File: src/sv/assert_macros.svh
// assertion helpers for the rtl files, included by grwh_ctrl
`ifndef ASSERT_MACROS_SVH
`define ASSERT_MACROS_SVH

// property checked on every rising clk edge outside reset
`define GRWH_ASSERT(lbl, prop, msg) \
	lbl: assert property (@(posedge clk) disable iff (!arst_n) prop) \
		else $error(msg);

// condition implies consequence on the following edge
`define GRWH_ASSERT_NEXT(lbl, cond, cons, msg) \
	lbl: assert property (@(posedge clk) disable iff (!arst_n) (cond) |=> (cons)) \
		else $error(msg);

`endif

File: src/sv/grwh_pkg.sv
// ----------------------------------------------------------------------------
// grwh_pkg
// shared constants, tables, types and helpers of the grid ray wall hit unit
// ----------------------------------------------------------------------------
`timescale 1ns / 1ps
`default_nettype none
package grwh_pkg;

	localparam int GRID_DIM   = 9;
	// cell edge in world units, a power of two
	localparam int CELL_SIZE  = 64;
	localparam int CELL_SHIFT = $clog2(CELL_SIZE) + 6;

	localparam int DEPTH_W    = 5;
	localparam int ANG_W      = 9;
	localparam int IN_POS_W   = 16;
	localparam int CELL_IDX_W = 7;
	localparam int OUT_POS_W  = 17;
	localparam int POS_W      = 24;
	localparam int PROD_W     = 2 * POS_W;
	localparam int DIST_W     = 2 * POS_W;
	localparam int TAN_W      = 16;

	// item kinds carried on the action field
	localparam logic ACT_WRITE = 1'b0;
	localparam logic ACT_CAST  = 1'b1;

	localparam logic [DEPTH_W-1:0] DEPTH_RESET = DEPTH_W'(10);
	localparam logic signed [POS_W-1:0] CS = POS_W'(1) << CELL_SHIFT;

	localparam logic [TAN_W-1:0] TAN_Q88 [91] = '{
		16'd0, 16'd4, 16'd9, 16'd13, 16'd18, 16'd22, 16'd27, 16'd31, 16'd36, 16'd41,
		16'd45, 16'd50, 16'd54, 16'd59, 16'd64, 16'd69, 16'd73, 16'd78, 16'd83, 16'd88,
		16'd93, 16'd98, 16'd103, 16'd109, 16'd114, 16'd119, 16'd125, 16'd130, 16'd136,
		16'd142, 16'd148, 16'd154, 16'd160, 16'd166, 16'd173, 16'd179, 16'd186, 16'd193,
		16'd200, 16'd207, 16'd215, 16'd223, 16'd231, 16'd239, 16'd247, 16'd256, 16'd265,
		16'd275, 16'd284, 16'd294, 16'd305, 16'd316, 16'd328, 16'd340, 16'd352, 16'd366,
		16'd380, 16'd394, 16'd410, 16'd426, 16'd443, 16'd462, 16'd481, 16'd502, 16'd525,
		16'd549, 16'd575, 16'd603, 16'd634, 16'd667, 16'd703, 16'd743, 16'd788, 16'd837,
		16'd893, 16'd955, 16'd1027, 16'd1109, 16'd1204, 16'd1317, 16'd1452, 16'd1616,
		16'd1822, 16'd2085, 16'd2436, 16'd2926, 16'd3661, 16'd4885, 16'd7331, 16'd14666,
		16'd32767
	};

	typedef struct packed {
		logic                  en;
		logic [CELL_IDX_W-1:0] idx;
		logic                  wall;
	} grid_wr_t;

	typedef struct packed {
		logic                  en;
		logic [CELL_IDX_W-1:0] idx;
	} grid_rd_t;

	typedef struct packed {
		logic signed [POS_W-1:0] a;
		logic signed [POS_W-1:0] b;
	} mul_req_t;

	// angle already below 360
	function automatic logic signed [TAN_W-1:0] tan_of(input logic [ANG_W-1:0] ang);
		logic [ANG_W-1:0] q;
		q = (ang >= ANG_W'(180)) ? ang - ANG_W'(180) : ang;
		if (q <= ANG_W'(90))
			return TAN_Q88[q[6:0]];
		else
			return -TAN_Q88[7'(ANG_W'(180) - q)];
	endfunction

	function automatic logic signed [TAN_W-1:0] cot_of(input logic [ANG_W-1:0] ang);
		logic [ANG_W-1:0] q;
		q = (ang >= ANG_W'(180)) ? ang - ANG_W'(180) : ang;
		if (q <= ANG_W'(90))
			return TAN_Q88[7'(ANG_W'(90) - q)];
		else
			return -TAN_Q88[7'(q - ANG_W'(90))];
	endfunction

	// q8.8 product scaled back, rounding toward zero
	function automatic logic signed [POS_W-1:0] q88_trunc(input logic signed [PROD_W-1:0] p);
		logic signed [PROD_W-1:0] t;
		t = p[PROD_W-1] ? p + PROD_W'(255) : p;
		return POS_W'(t >>> 8);
	endfunction

	function automatic logic [OUT_POS_W-1:0] sat17(input logic signed [POS_W-1:0] v);
		if (v > POS_W'(65535))
			return OUT_POS_W'(65535);
		else if (v < -POS_W'(65536))
			return OUT_POS_W'(17'h10000);
		else
			return v[OUT_POS_W-1:0];
	endfunction

endpackage
`default_nettype wire

File: src/sv/grwh_grid.sv
// ----------------------------------------------------------------------------
// grwh_grid
// wall bit store, one write and one registered read per cycle
// ----------------------------------------------------------------------------
`timescale 1ns / 1ps
`default_nettype none
module grwh_grid #(
	parameter int GRID_DIM = grwh_pkg::GRID_DIM
) (
	input  logic               clk,
	input  logic               arst_n,
	input  grwh_pkg::grid_wr_t wr,
	input  grwh_pkg::grid_rd_t rd,
	output logic               rd_bit
);
	import grwh_pkg::*;

	localparam int CELLS = GRID_DIM * GRID_DIM;
	localparam int IDX_W = $clog2(CELLS);

	logic [CELLS-1:0] cell_q;
	logic             rd_bit_q;

	always_ff @(posedge clk or negedge arst_n) begin
		if (!arst_n) begin
			cell_q <= '0;
		end else if (wr.en && wr.idx < CELL_IDX_W'(CELLS)) begin
			cell_q[wr.idx[IDX_W-1:0]] <= wr.wall;
		end
	end

	always_ff @(posedge clk) begin
		if (rd.en) begin
			rd_bit_q <= cell_q[rd.idx[IDX_W-1:0]];
		end
	end

	assign rd_bit = rd_bit_q;
endmodule
`default_nettype wire

File: src/sv/grwh_mul.sv
// ----------------------------------------------------------------------------
// grwh_mul
// shared signed multiplier, result registered in the cycle after the request
// ----------------------------------------------------------------------------
`timescale 1ns / 1ps
`default_nettype none
module grwh_mul (
	input  logic                                  clk,
	input  grwh_pkg::mul_req_t                    req,
	output logic signed [grwh_pkg::PROD_W-1:0]    p
);
	import grwh_pkg::*;

	logic signed [PROD_W-1:0] p_q;

	always_ff @(posedge clk) begin
		p_q <= PROD_W'(req.a) * PROD_W'(req.b);
	end

	assign p = p_q;
endmodule
`default_nettype wire

File: src/sv/grwh_ctrl.sv
// ----------------------------------------------------------------------------
// grwh_ctrl
// sequencer: cell writes, setup, grid line stepping and distance compare of one or both passes
// ----------------------------------------------------------------------------
`timescale 1ns / 1ps
`default_nettype none
`include "assert_macros.svh"
module grwh_ctrl #(
	parameter int GRID_DIM = grwh_pkg::GRID_DIM
) (
	input  logic                                 clk,
	input  logic                                 arst_n,
	input  logic [grwh_pkg::DEPTH_W-1:0]         depth,
	input  logic                                 in_valid,
	output logic                                 in_ready,
	input  logic                                 in_action,
	input  logic [grwh_pkg::CELL_IDX_W-1:0]      in_cell_index,
	input  logic                                 in_cell_wall,
	input  logic [grwh_pkg::IN_POS_W-1:0]        in_pos_x,
	input  logic [grwh_pkg::IN_POS_W-1:0]        in_pos_y,
	input  logic [grwh_pkg::ANG_W-1:0]           in_view_angle,
	output grwh_pkg::grid_wr_t                   grid_wr,
	output grwh_pkg::grid_rd_t                   grid_rd,
	input  logic                                 grid_bit,
	output grwh_pkg::mul_req_t                   mul_req,
	input  logic signed [grwh_pkg::PROD_W-1:0]   mul_p,
	output logic                                 out_valid,
	input  logic                                 out_ready,
	output logic [grwh_pkg::OUT_POS_W-1:0]       hit_x,
	output logic [grwh_pkg::OUT_POS_W-1:0]       hit_y,
	output logic                                 hit_side,
	output logic                                 wall_found
);
	import grwh_pkg::*;

	typedef enum logic [9:0] {
		ST_IDLE = 10'b0000000001,
		ST_MUL1 = 10'b0000000010,
		ST_MUL2 = 10'b0000000100,
		ST_MUL3 = 10'b0000001000,
		ST_CHK  = 10'b0000010000,
		ST_RD   = 10'b0000100000,
		ST_D1   = 10'b0001000000,
		ST_D2   = 10'b0010000000,
		ST_D3   = 10'b0100000000,
		ST_DONE = 10'b1000000000
	} state_t;

	localparam logic signed [POS_W-1:0] GD = POS_W'(GRID_DIM);

	state_t state_q;
	logic   pass_q, up_q, right_q, hok_q, vok_q, hit_q, hhit_q;
	logic [ANG_W-1:0]         ang_q;
	logic [DEPTH_W-1:0]       cnt_q;
	logic signed [POS_W-1:0]  px_q, py_q, x_q, y_q, sx_q, sy_q, hx_q, hy_q;
	logic [DIST_W-1:0]        acc_q, hd_q, vd_q;
	logic                     out_valid_q, oside_q, owall_q;
	logic [OUT_POS_W-1:0]     ox_q, oy_q;

	logic [ANG_W-1:0]         ang_n;
	logic signed [TAN_W-1:0]  k;
	logic signed [POS_W-1:0]  d, s, r, cx, cy, dx, dy;
	logic [CELL_SHIFT-1:0]    frac;
	logic                     off, out_free, pick_h, out_load;
	logic [DIST_W-1:0]        dist_sum;

	assign ang_n = (in_view_angle >= ANG_W'(360)) ? in_view_angle - ANG_W'(360) : in_view_angle;
	assign in_ready = (state_q == ST_IDLE);
	assign out_free = !out_valid_q || out_ready;
	assign out_load = (state_q == ST_DONE) && out_free;

	// pass 0 walks horizontal lines with cot, pass 1 vertical lines with tan
	assign k    = pass_q ? tan_of(ang_q) : cot_of(ang_q);
	assign frac = pass_q ? px_q[CELL_SHIFT-1:0] : py_q[CELL_SHIFT-1:0];
	assign d    = ((pass_q ? right_q : !up_q) ? CS : '0) - POS_W'(frac);
	assign s    = (pass_q ? !right_q : up_q) ? -CS : CS;
	assign r    = q88_trunc(mul_p);

	assign cx  = (x_q >>> CELL_SHIFT) - $signed(POS_W'(pass_q && !right_q));
	assign cy  = (y_q >>> CELL_SHIFT) - $signed(POS_W'(!pass_q && up_q));
	assign off = (cx < 0) || (cy < 0) || (cx >= GD) || (cy >= GD);
	assign dx  = x_q - px_q;
	assign dy  = y_q - py_q;
	assign dist_sum = acc_q + DIST_W'(mul_p);
	assign pick_h = hok_q && (!vok_q || hd_q < vd_q);

	always_comb begin
		mul_req = '0;
		case (state_q)
			ST_MUL1: begin
				mul_req.a = pass_q ? d : -d;
				mul_req.b = POS_W'(k);
			end
			ST_MUL2: begin
				mul_req.a = pass_q ? s : -s;
				mul_req.b = POS_W'(k);
			end
			ST_D1: begin
				mul_req.a = dx;
				mul_req.b = dx;
			end
			ST_D2: begin
				mul_req.a = dy;
				mul_req.b = dy;
			end
			default: mul_req = '0;
		endcase
	end

	always_comb begin
		grid_wr.en   = in_valid && in_ready && (in_action == ACT_WRITE);
		grid_wr.idx  = in_cell_index;
		grid_wr.wall = in_cell_wall;
		grid_rd.en   = (state_q == ST_CHK) && (cnt_q != depth) && !off;
		grid_rd.idx  = CELL_IDX_W'(cy[CELL_IDX_W-1:0] * CELL_IDX_W'(GRID_DIM)
			+ cx[CELL_IDX_W-1:0]);
	end

	always_ff @(posedge clk or negedge arst_n) begin
		if (!arst_n) begin
			state_q     <= ST_IDLE;
			out_valid_q <= 1'b0;
		end else begin
			if (out_load)
				out_valid_q <= 1'b1;
			else if (out_valid_q && out_ready)
				out_valid_q <= 1'b0;
			case (state_q)
				ST_IDLE: begin
					if (in_valid && in_action == ACT_CAST)
						state_q <= ST_MUL1;
				end
				ST_MUL1: state_q <= ST_MUL2;
				ST_MUL2: state_q <= ST_MUL3;
				ST_MUL3: state_q <= ST_CHK;
				ST_CHK: begin
					if (cnt_q == depth || off)
						state_q <= ST_D1;
					else
						state_q <= ST_RD;
				end
				ST_RD: state_q <= grid_bit ? ST_D1 : ST_CHK;
				ST_D1: state_q <= ST_D2;
				ST_D2: state_q <= ST_D3;
				ST_D3: state_q <= (!pass_q && vok_q) ? ST_MUL1 : ST_DONE;
				ST_DONE: begin
					if (out_free)
						state_q <= ST_IDLE;
				end
				default: state_q <= ST_IDLE;
			endcase
		end
	end

	always_ff @(posedge clk) begin
		case (state_q)
			ST_IDLE: begin
				px_q    <= POS_W'(in_pos_x);
				py_q    <= POS_W'(in_pos_y);
				ang_q   <= ang_n;
				up_q    <= ang_n < ANG_W'(180);
				right_q <= !(ang_n > ANG_W'(90) && ang_n < ANG_W'(270));
				hok_q   <= tan_of(ang_n) != '0;
				vok_q   <= ang_n != ANG_W'(90) && ang_n != ANG_W'(270);
				pass_q  <= tan_of(ang_n) == '0;
			end
			ST_MUL2: begin
				x_q <= pass_q ? px_q + d : px_q + r;
				y_q <= pass_q ? py_q - r : py_q + d;
			end
			ST_MUL3: begin
				sx_q  <= pass_q ? s : r;
				sy_q  <= pass_q ? -r : s;
				cnt_q <= '0;
				hit_q <= 1'b0;
			end
			ST_RD: begin
				if (grid_bit) begin
					hit_q <= 1'b1;
				end else begin
					x_q   <= x_q + sx_q;
					y_q   <= y_q + sy_q;
					cnt_q <= cnt_q + DEPTH_W'(1);
				end
			end
			ST_D2: acc_q <= DIST_W'(mul_p);
			ST_D3: begin
				if (!pass_q) begin
					hx_q   <= x_q;
					hy_q   <= y_q;
					hhit_q <= hit_q;
					hd_q   <= dist_sum;
					pass_q <= 1'b1;
				end else begin
					vd_q <= dist_sum;
				end
			end
			ST_DONE: begin
				if (out_free) begin
					ox_q    <= sat17(pick_h ? hx_q : x_q);
					oy_q    <= sat17(pick_h ? hy_q : y_q);
					oside_q <= !pick_h;
					owall_q <= pick_h ? hhit_q : hit_q;
				end
			end
			default: ;
		endcase
	end

	assign out_valid  = out_valid_q;
	assign hit_x      = ox_q;
	assign hit_y      = oy_q;
	assign hit_side   = oside_q;
	assign wall_found = owall_q;

	`GRWH_ASSERT(a_rd_in_grid, grid_rd.en |-> grid_rd.idx < CELL_IDX_W'(GRID_DIM * GRID_DIM), "grid read outside the map")
	`GRWH_ASSERT(a_out_from_done, $rose(out_valid_q) |-> $past(state_q == ST_DONE), "result shown without a finished cast")
	`GRWH_ASSERT(a_hit_from_read, $rose(hit_q) |-> $past(state_q == ST_RD && grid_bit), "hit flag set without a wall read")
	`GRWH_ASSERT_NEXT(a_rd_then_test, state_q == ST_CHK && grid_rd.en, state_q == ST_RD, "grid read not followed by its test")
endmodule
`default_nettype wire

File: src/sv/grid_ray_wall_hit_unit.sv
// ----------------------------------------------------------------------------
// grid_ray_wall_hit_unit
// casts a ray over a square wall grid and returns the nearer grid line crossing
// ----------------------------------------------------------------------------
// usage:
//   s_* channel takes items. s_tuser = 0 writes one grid cell and gives no
//   result; s_tuser = 1 casts a ray from pos_x/pos_y at view_angle.
//   m_* channel returns one item per cast: the crossing point, the pass that
//   chose it and whether a wall was met.
//   cfg_we/cfg_wdata set the depth limit (grid lines per pass), reset 10;
//   write it only while no cast is in flight.
// timing:
//   a cell write is done in the idle state and leaves the unit ready for the
//   next item. each active pass of a cast runs the setup states MUL1 to MUL3,
//   then CHK and RD for each grid line tested, ending on a wall, the map edge
//   or the depth limit (up to 31), then D1 to D3 for the distance; DONE picks
//   the result and returns to idle. the stepping loop runs on the single
//   shared multiplier and grid read port. s_tready is low while a cast runs.
// reset and stall:
//   reset clears all grid cells and the depth limit goes back to 10. a result
//   waits in the output register while m_tready is low; a new item can be
//   taken meanwhile, and the next cast waits before its pick until it drains.
// ----------------------------------------------------------------------------
`timescale 1ns / 1ps
`default_nettype none
module grid_ray_wall_hit_unit #(
	parameter int GRID_DIM = grwh_pkg::GRID_DIM
) (
	input  logic                          clk,
	input  logic                          arst_n,
	input  logic                          cfg_we,
	input  logic [grwh_pkg::DEPTH_W-1:0]  cfg_wdata,
	input  logic                          s_tvalid,
	output logic                          s_tready,
	// cell_index[6:0], cell_wall[7], pos_x[23:8], pos_y[39:24], view_angle[48:40]
	input  logic [55:0]                   s_tdata,
	// action[0]
	input  logic                          s_tuser,
	output logic                          m_tvalid,
	input  logic                          m_tready,
	// hit_x[16:0], hit_y[33:17]
	output logic [39:0]                   m_tdata,
	// hit_side[0], wall_found[1]
	output logic [1:0]                    m_tuser
);
	import grwh_pkg::*;

	logic [DEPTH_W-1:0]       depth_q;
	grid_wr_t                 grid_wr;
	grid_rd_t                 grid_rd;
	logic                     grid_bit;
	mul_req_t                 mul_req;
	logic signed [PROD_W-1:0] mul_p;
	logic [OUT_POS_W-1:0]     hit_x, hit_y;
	logic                     hit_side, wall_found;

	always_ff @(posedge clk or negedge arst_n) begin
		if (!arst_n) begin
			depth_q <= DEPTH_RESET;
		end else if (cfg_we) begin
			depth_q <= cfg_wdata;
		end
	end

	grwh_grid #(.GRID_DIM(GRID_DIM)) u_grid (
		.clk    (clk),
		.arst_n (arst_n),
		.wr     (grid_wr),
		.rd     (grid_rd),
		.rd_bit (grid_bit)
	);

	grwh_mul u_mul (
		.clk (clk),
		.req (mul_req),
		.p   (mul_p)
	);

	grwh_ctrl #(.GRID_DIM(GRID_DIM)) u_ctrl (
		.clk           (clk),
		.arst_n        (arst_n),
		.depth         (depth_q),
		.in_valid      (s_tvalid),
		.in_ready      (s_tready),
		.in_action     (s_tuser),
		.in_cell_index (s_tdata[6:0]),
		.in_cell_wall  (s_tdata[7]),
		.in_pos_x      (s_tdata[23:8]),
		.in_pos_y      (s_tdata[39:24]),
		.in_view_angle (s_tdata[48:40]),
		.grid_wr       (grid_wr),
		.grid_rd       (grid_rd),
		.grid_bit      (grid_bit),
		.mul_req       (mul_req),
		.mul_p         (mul_p),
		.out_valid     (m_tvalid),
		.out_ready     (m_tready),
		.hit_x         (hit_x),
		.hit_y         (hit_y),
		.hit_side      (hit_side),
		.wall_found    (wall_found)
	);

	assign m_tdata = {6'b0, hit_y, hit_x};
	assign m_tuser = {wall_found, hit_side};
endmodule
`default_nettype wire
File: config.mk
export PLATFORM = sky130hd
export DESIGN_NAME = grid_ray_wall_hit_unit
export DESIGN_NICKNAME = d
export VERILOG_FILES = /design/src/sv/grwh_pkg.sv /design/src/sv/grwh_grid.sv /design/src/sv/grwh_mul.sv /design/src/sv/grwh_ctrl.sv /design/src/sv/grid_ray_wall_hit_unit.sv
export VERILOG_INCLUDE_DIRS = /design/src /design/src/sv
export SDC_FILE = /design/constraint.sdc
export NUM_CORES = 2
export LEC_CHECK = 0
export ABC_CLOCK_PERIOD_IN_PS = 12200
export BUFFER_PORTS_ARGS = -buffer_cell sky130_fd_sc_hd__buf_2
export CAP_MARGIN = 0
export CORE_MARGIN = 3
export CORE_UTILIZATION = 40
export DETAILED_ROUTE_END_ITERATION = 16
export SYNTH_ARGS = -nofsm -noshare
export SYNTH_HDL_FRONTEND = slang
export SYNTH_SLANG_ARGS = --single-unit
export TNS_END_PERCENT = 1
File: constraint.sdc
create_clock -name clk -period 12.2 [get_ports clk]
set_input_delay 1.22 -clock clk [delete_from_list [all_inputs] [get_ports clk]]
set_output_delay 1.22 -clock clk [all_outputs]
set_load 0.02 [all_outputs]
# Word-level counts from Yosys, hierarchy flattened
# Memory sizes are Yosys's and may differ from the RTL's.
# Index checks and enable logic that the tools add are counted.
[op_classes]
muxes = 60
bitwise = 8
magnitude_cmp = 27
addsub = 28
eq_ne = 18
n_reduce_logical = 42
multipliers = 2
[ops]
columns = ["operator", "n"]
rows = [
  ["two-way mux 16 bit", 17],
  ["two-way mux 24 bit", 11],
  ["one-hot mux 48 bit (4 select lines)", 1],
  ["one-hot mux 10 bit (10 select lines)", 1],
  ["one-hot mux 24 bit (2 select lines)", 2],
  ["bitwise mux 81 bit", 1],
  ["adder 17 x 24 -> 24 bit", 3],
  ["negator 24 bit", 3],
  ["adder 24 bit", 2],
  ["adder 48 bit", 1],
  ["greater-or-equal comparator 8 bit, second input constant", 6],
  ["> comparator 24 x 17 -> 1 bit, second input constant", 2],
  ["< comparator 24 x 17 -> 1 bit, second input constant", 2],
  ["< comparator 48 bit", 1],
  ["multiplier 24 x 24 -> 48 bit", 1],
  ["negator 16 bit", 3],
  ["inverter 7 -> 8 bit", 6],
  ["subtractor 24 x 17 -> 24 bit", 2],
  ["two-way mux 17 bit", 2],
  ["adder 32 x 9 -> 32 bit, second input constant", 1],
  ["two-way mux 32 bit", 1],
  ["two-way mux 10 bit", 3],
  ["two-way mux 9 bit", 3],
  ["greater-or-equal comparator 13 x 5 -> 1 bit, second input constant", 2],
  ["54 further kinds", 108],
]
[totals]
inputBits = 67
out_inout_bits = 44
word_cells = 221
n_memories = 6
mem_bits_ro = 12288
reg_bits = 523
[memory_table]
columns = ["memory", "words", "word_bits", "read_ports", "rd_clocked_by_memory_dff", "write_ports", "line_no", "rtl"]
rows = [
  ["(no name shown)", 128, 16, 1, 0, 0, "grwh_pkg.sv:68", "return -TAN_Q88[7'(ANG_W'(180) - q)];"],
  ["(no name shown)", 128, 16, 1, 0, 0, "grwh_pkg.sv:66", "return TAN_Q88[q[6:0]];"],
  ["(no name shown)", 128, 16, 1, 0, 0, "grwh_pkg.sv:68", ""],
  ["(no name shown)", 128, 16, 1, 0, 0, "grwh_pkg.sv:66", ""],
  ["(no name shown)", 128, 16, 1, 0, 0, "grwh_pkg.sv:75", "return TAN_Q88[7'(ANG_W'(90) - q)];"],
  ["(no name shown)", 128, 16, 1, 0, 0, "grwh_pkg.sv:77", "return -TAN_Q88[7'(q - ANG_W'(90))];"],
]

# Longest topological paths before layout
[logic_depth]
ltp_word = 14
ltp_mapped = 57

# By module
# Synthesis repeated with hierarchy kept, for this count alone.
[unflattened]
cells_unflattened = 6853
hier_area_um2 = 62996.7
[modules_own_cells]
columns = ["mod", "area_each_um2", "seq_area_each_um2", "instances", "cells_per_inst"]
rows = [
  ["grwh_ctrl", 36216.0, 11597.4, 1, 4121],
  ["grwh_mul", 22205.0, 960.9, 1, 2359],
  ["grwh_grid", 4327.9, 2057.0, 1, 354],
  ["grid_ray_wall_hit_unit", 247.7, 127.6, 1, 19],
]

# Worst setup path before layout
# OpenSTA, ideal clock, no wires.
[synth_timing]
path_type = "register -> register"
start = "register u_ctrl.pass_q"
end = "register u_mul.p_q[44] (netlist: u_mul.p[44])"
path_stages_with_launch = 51
setup_slack_ns = -0.338
arrival_time_ns = 12.466
synth_period_minus_slack_ns = 12.538
setup_ns = 0.072
cell_sequence = "edfxtp_1 buf_1 clkbuf_1 clkbuf_1 clkbuf_1 buf_1 clkbuf_1 clkbuf_1 buf_1 a21oi_1 ha_1 clkbuf_1 nand3_1 xnor2_1 mux2i_1 nand3_1 nor3_1 and3_1 [15 not listed] fa_1 inv_1 fa_1 inv_1 ha_1 a21o_1 a21o_1 a21oi_1 nand2_1 o211a_1 o311a_1 o21ai_0 o21ai_0 o41ai_1 o21bai_1 a311o_1 a21oi_1 xnor2_1"
[synth_between]
elab_chain_len = 7
word_cells_on_any_way = 13
cone_classes = "add/sub (3); mul (1); mux (9)"
[synth_rtl]
columns = ["element", "line_no", "rtl"]
rows = [
  ["from (decl)", "grwh_ctrl.sv:52", "logic pass_q, up_q, right_q, hok_q, vok_q, hit_q, hhit_q;"],
  ["from (signal assigned)", "grwh_ctrl.sv:165", "pass_q <= tan_of(ang_n) == '0;"],
  ["from (signal assigned)", "grwh_ctrl.sv:193", "pass_q <= 1'b1;"],
  ["two-way mux 1 bit", "grwh_ctrl.sv:75", "assign d = ((pass_q ? right_q : !up_q) ? CS : '0) - POS_W'(frac);"],
  ["two-way mux 13 bit", "grwh_ctrl.sv:75", ""],
  ["subtractor 24 x 12 -> 24 bit", "grwh_ctrl.sv:75", ""],
  ["negator 24 bit", "grwh_ctrl.sv:91", "mul_req.a = pass_q ? d : -d;"],
  ["two-way mux 24 bit", "grwh_ctrl.sv:91", ""],
  ["one-hot mux 48 bit (4 select lines) *", "grwh_ctrl.sv:89", "case (state_q)"],
  ["multiplier 24 x 24 -> 48 bit *", "grwh_mul.sv:17", "p_q <= PROD_W'(req.a) * PROD_W'(req.b);"],
  ["to (signal assigned)", "grwh_mul.sv:17", ""],
  ["to (decl)", "grwh_mul.sv:14", "logic signed [PROD_W-1:0] p_q;"],
]
# Mark *: on every way between the ends. The rest lies on a longest branch, timed or not.
# A chain may end at the register's enable or synchronous reset.

# Worst setup path in the final report
[layout_timing]
start = "register u_ctrl.ang_q[3]"
end = "register u_mul.p_q[46] (netlist: u_mul.p[46])"
[layout_between]
elab_chain_len = 12
word_cells_on_any_way = 30
cone_classes = "add/sub (6); mul (1); order compare (2); mux (13); bitwise (4); memory (4)"
[layout_rtl]
columns = ["element", "line_no", "rtl"]
rows = [
  ["from (decl)", "grwh_ctrl.sv:53", "logic [ANG_W-1:0] ang_q;"],
  ["from (signal assigned)", "grwh_ctrl.sv:160", "ang_q <= ang_n;"],
  ["subtractor 9 x 8 -> 9 bit / greater-or-equal comparator 9 x 8 -> 1 bit (equally long branches)", "grwh_pkg.sv:64, grwh_pkg.sv:73", ""],
  ["two-way mux 9 bit *", "grwh_pkg.sv:64, grwh_pkg.sv:73", ""],
  ["subtractor 7 bit / subtractor 6 x 7 -> 7 bit (equally long branches)", "grwh_pkg.sv:77, grwh_pkg.sv:68", ""],
  ["inverter 7 -> 8 bit (on tied branches)", "grwh_pkg.sv:77, grwh_pkg.sv:68", ""],
  ["memory (128 x 16 bit) (on tied branches)", "-", ""],
  ["two-way mux 16 bit (on tied branches) (2 in series)", "grwh_pkg.sv:77, grwh_pkg.sv:68", ""],
  ["negator 16 bit (on tied branches)", "grwh_pkg.sv:77, grwh_pkg.sv:68", ""],
  ["two-way mux 16 bit (on tied branches)", "grwh_pkg.sv:74, grwh_pkg.sv:65", ""],
  ["two-way mux 16 bit *", "grwh_ctrl.sv:73", "assign k = pass_q ? tan_of(ang_q) : cot_of(ang_q);"],
  ["one-hot mux 48 bit (4 select lines) *", "grwh_ctrl.sv:89", ""],
  ["multiplier 24 x 24 -> 48 bit *", "grwh_mul.sv:17", ""],
]
# Mark *: on every way between the ends. The rest lies on a longest branch, timed or not. The select of a mux whose other input is x is not followed.

==> results.py <==
metrics = {
    "placed_design": {
        "io_buffers": 97,
        "dp_hpwl_mm": 154,
        "dp_slack_ps": -81.5,
        "globalplace.congestion": 0.939,
    },
    "clock_tree": {
        "clk_pin_slew_worst_paths_ps": 60,
        "clock_latency_ps": 710,
        "cts-root-buf": "clkbuf_16",
        "cts_tree": "built",
        "cts.sinks": 523,
        "cts_buffers": 60,
        "cts_max_path_buffers": 3,
        "cts_hold_buffers": 0,
        "htree_levels": 2,
    },
    "setup_path": {
        "worst-endpoint-required_ps": 12790,
        "critical_path.endpoint_type": "flop",
        "path_common_cell": "buf_4",
        "crit_buf_inv": 16,
        "critPathTopFamily": "adder cells",
        "max_stage_delay_ps": 620,
        "cp_slowest_cell": "fa_1",
        "start_kind": "flop",
        "crit_start": "u_ctrl.ang_q[3]$_DFFE_PP_",
        "critPathArrivalTime_ps": 12330,
        "critPathMaxFanout": 17,
        "critical_path_class": "flop to flop",
        "rr_startpoint": "u_ctrl.ang_q[3]$_DFFE_PP_",
    },
    "drt": {
        "ant_nets": 0,
        "drt-total-wl_mm": 197,
        "drc": 0,
        "num_vias": 51631,
        "drt-pass1-iter-count": 6,
        "drt_iter0_drc": 4488,
        "wl_per_cell_um": 21.5,
        "routed_via_density": 5.64,
    },
    "synthesis": {
        "async_flop_share": 0.185,
        "ys_ff_latch": 523,
        "yosys.cell_types.count": 120,
        "synth-edff-count": 378,
        "avgSynthCellArea_um2": 8.99,
        "synth_seq_area_share": 0.240,
        "synth_ff_type": "edfxtp_1",
        "syn_area_um2": 61300,
        "synthTopCellsByArea": "fa_1, edfxtp_1, ha_1, inv_1, nand2_1",
        "synth_area_leader_cell": "fa_1",
        "ys_warn_count": 0,
        "yosys.area_share.adder": 0.281,
        "synth_top_area_frac": 0.202,
        "synth_top_family_by_area": "adder cells",
        "syn_inst": 6823,
        "synth_compound_area_frac": 0.153,
        "synth_xor_area_frac": 0.0528,
        "synthMuxAreaShare": 0.0412,
        "synth-simple-area-share": 0.148,
    },
    "grt": {
        "grt_usage": 0.247,
        "grt_first_pass_wirelength_mm": 306,
        "grt_max_degree": 82,
        "grt_pass1_vias": 51646,
        "grt.overflow.total": 0,
        "antenna_found_initial": 2,
    },
    "power_and_ir_drop": {
        "ir_drop_uv": 284,
        "p_per_area_nw_per_um2": 234,
        "leakage_nw": 30.9,
    },
    "timing": {
        "fin_crit_ps": 11740,
        "finalSetupViolations": 0,
        "worst_slack_ps": 463,
        "period_share": 0.962,
        "drv_slew": 0,
        "tightest_slew_ps": 1400,
        "setup_tns_ps": 0,
        "hold_viol_final": 0,
        "fin_worst_skew_ps": 108,
        "fmax_mhz": 85.2,
        "slew_headroom": 0.0636,
    },
    "floorplanning": {
        "start_util": 0.403,
        "coreArea_um2": 152000,
        "dieArea_um2": 158000,
        "die_w_um": 397,
        "fp-row-count": 143,
        "io_pins": 111,
        "die_h_um": 397,
    },
    "hold_path": {
        "hp-class": "flop to flop",
        "min_from": "u_mul.p[32]$_DFF_P_",
    },
    "finish": {
        "drive_gt1_frac": 0.133,
        "layout.nets": 8152,
        "syn_to_final_growth_pct": 12.7,
    },
    "run": {
        "drv_cap": 0,
    },
    "outcome": {
        "status": "finished, final reports clean",
    },
}
==> cell usage after synthesis, types with 17 or more instances <==
master / n
a2111oi_0: 19
a211oi_1: 51
a21o_1: 94
a21oi_1: 386
a221oi_1: 17
a22oi_1: 20
a311oi_1: 34
a31oi_1: 65
and2_1: 51
and3_1: 33
buf_1: 31
buf_2: 61
clkbuf_1: 239
dfrtp_1: 94
dfxtp_1: 48
edfxtp_1: 378
fa_1: 618
ha_1: 388
inv_1: 941
mux2_2: 93
mux2i_1: 61
mux4_2: 38
nand2_1: 705
nand2b_1: 56
nand3_1: 146
nand4_1: 45
nor2_1: 612
nor2b_1: 46
nor3_1: 142
nor4_1: 33
o2111ai_1: 17
o211ai_1: 48
o21a_1: 41
o21ai_0: 312
o21bai_1: 34
o22ai_1: 23
o311ai_0: 22
o31ai_1: 30
or2_2: 21
or3_1: 25
xnor2_1: 242
xor2_1: 115
==> metrics by stage <==
stage	power (W)	area, µm²	hold slack [ps]	std cells	util
6_report	0.0162	69100	442	9162	0.454
5_1_grt	0.0172	69100	450	9161	0.454
4_1_cts	0.0157	68600	441	9150	0.451
3_5_place_dp	0.0137	66500	429	9036	0.437
3_3_place_gp	0.0137	66500	432	9036	0.437
2_1_floorplan	0.00943	61300	415	6828	-
==> registers in the layout, indices dropped and copies added, names as in the netlist, 5 cells and up <==
signal          cells
u_grid.cell_q      81
u_ctrl.hd_q        48
u_ctrl.hx_q        24
u_ctrl.sy_q        24
u_ctrl.hit_y       17
u_ctrl.py_q        16
u_ctrl.cnt_q        5
u_ctrl.vd_q        48
u_ctrl.hy_q        24
u_ctrl.ang_q        9
u_ctrl.y_q         24
u_mul.p            48
u_ctrl.state_q     10
u_ctrl.hit_x       17
u_ctrl.sx_q        24
u_ctrl.acc_q       48
u_ctrl.x_q         24
u_ctrl.px_q        16
depth_q             5
==> kinds of logic (layout without fill, tap and decap cells) <==
| logic type | after synthesis | count (layout) |
|---|---|---|
| buffers and inverters | 1314 | 1616 |
| AND/OR/NAND/NOR | 1998 | 1999 |
| XOR/XNOR | 363 | 363 |
| multiplexers | 193 | 193 |
| adder cells (fa/ha/maj) | 1007 | 1007 |
| AO/OA/AOI/OAI | 1424 | 1424 |
| flip-flops | 523 | 523 |
| other | 1 | 7 |
==> layout make-up <==
| type | instances | area, µm² |
|---|---|---|
| fillers | 14758 | 83000 |
| multi-input cells | 4992 | 41900 |
| flip-flops and latches | 523 | 14700 |
| repair buffers | 545 | 4150 |
| inverters | 957 | 3590 |
| well taps | 2030 | 2540 |
| clock buffers | 77 | 1690 |
| clock inverters | 37 | 440 |
| diodes | 1 | 2.50 |
==> layer usage <==
layer	GRT usage	wire [µm]	vias to the layer above
met2	0.401	92000	1923
li1	-	-	23708
met4	0.0971	8560	2
met3	0.0342	13000	396
met5	0	13	-
met1	0.334	83500	25602
==> path summary, 6_finish.rpt <==
| path | endpoint | slack, ps | cells after the start |
|---|---|---|---|
| max | u_mul.p[46]$_DFF_P_ | 460 | 50 |
| min | u_ctrl.acc_q[32]$_DFFE_PN_ | 440 | 0 |
| max reg2reg | u_mul.p[46]$_DFF_P_ | 460 | 50 |
| min reg2reg | u_ctrl.acc_q[32]$_DFFE_PN_ | 440 | 0 |
| max in group asynchronous | u_grid.cell_q[64]$_DFFE_PN0P_ | 10590 | 2 |
| min in group asynchronous | u_grid.cell_q[36]$_DFFE_PN0P_ | 520 | 1 |
==> worst reg2reg max path: cells and delay by family, from the launching register on <==
family,cells,cell delay [ps]
adder cells (fa/ha/maj),8,4170
AO/OA/AOI/OAI,19,3400
buffers and inverters,16,2210
AND/OR/NAND/NOR,4,860
flip-flops,1,430
multiplexers,1,300
XOR/XNOR,2,240
==> where the power goes <==
part / switching, W / total [W] / internal (W)
combinational: 0.00715 / 0.0119 / 0.00472
sequential: 0.000193 / 0.00242 / 0.00222
clock: 0.000816 / 0.00191 / 0.00110
total: 0.00816 / 0.0162 / 0.00804
==> what timing repair did <==
action | 4_1_cts | 5_1_grt
resized for setup | 4 | 73
gates cloned | 0 | 1
setup endpoints to repair | 4 | 11
pin swaps | 0 | 25
buffers inserted | 0 | 10
==> placed cells by master, fill, tap and decap left out, drive strengths merged, types with 48 or more instances in the layout <==
cell      n
nand2   708
mux2     94
o211ai   48
dfrtp    94
dfxtp    48
fa      618
a21o     94
nor3    146
mux2i    61
a31oi    68
edfxtp  378
clkbuf   77
a211oi   51
buf     545
nand3   146
nand2b   56
ha      388
nor2    615
o21ai   331
a21oi   395
and2     56
xor2    118
inv     954
xnor2   243
(Power assumes the default switching activity.)
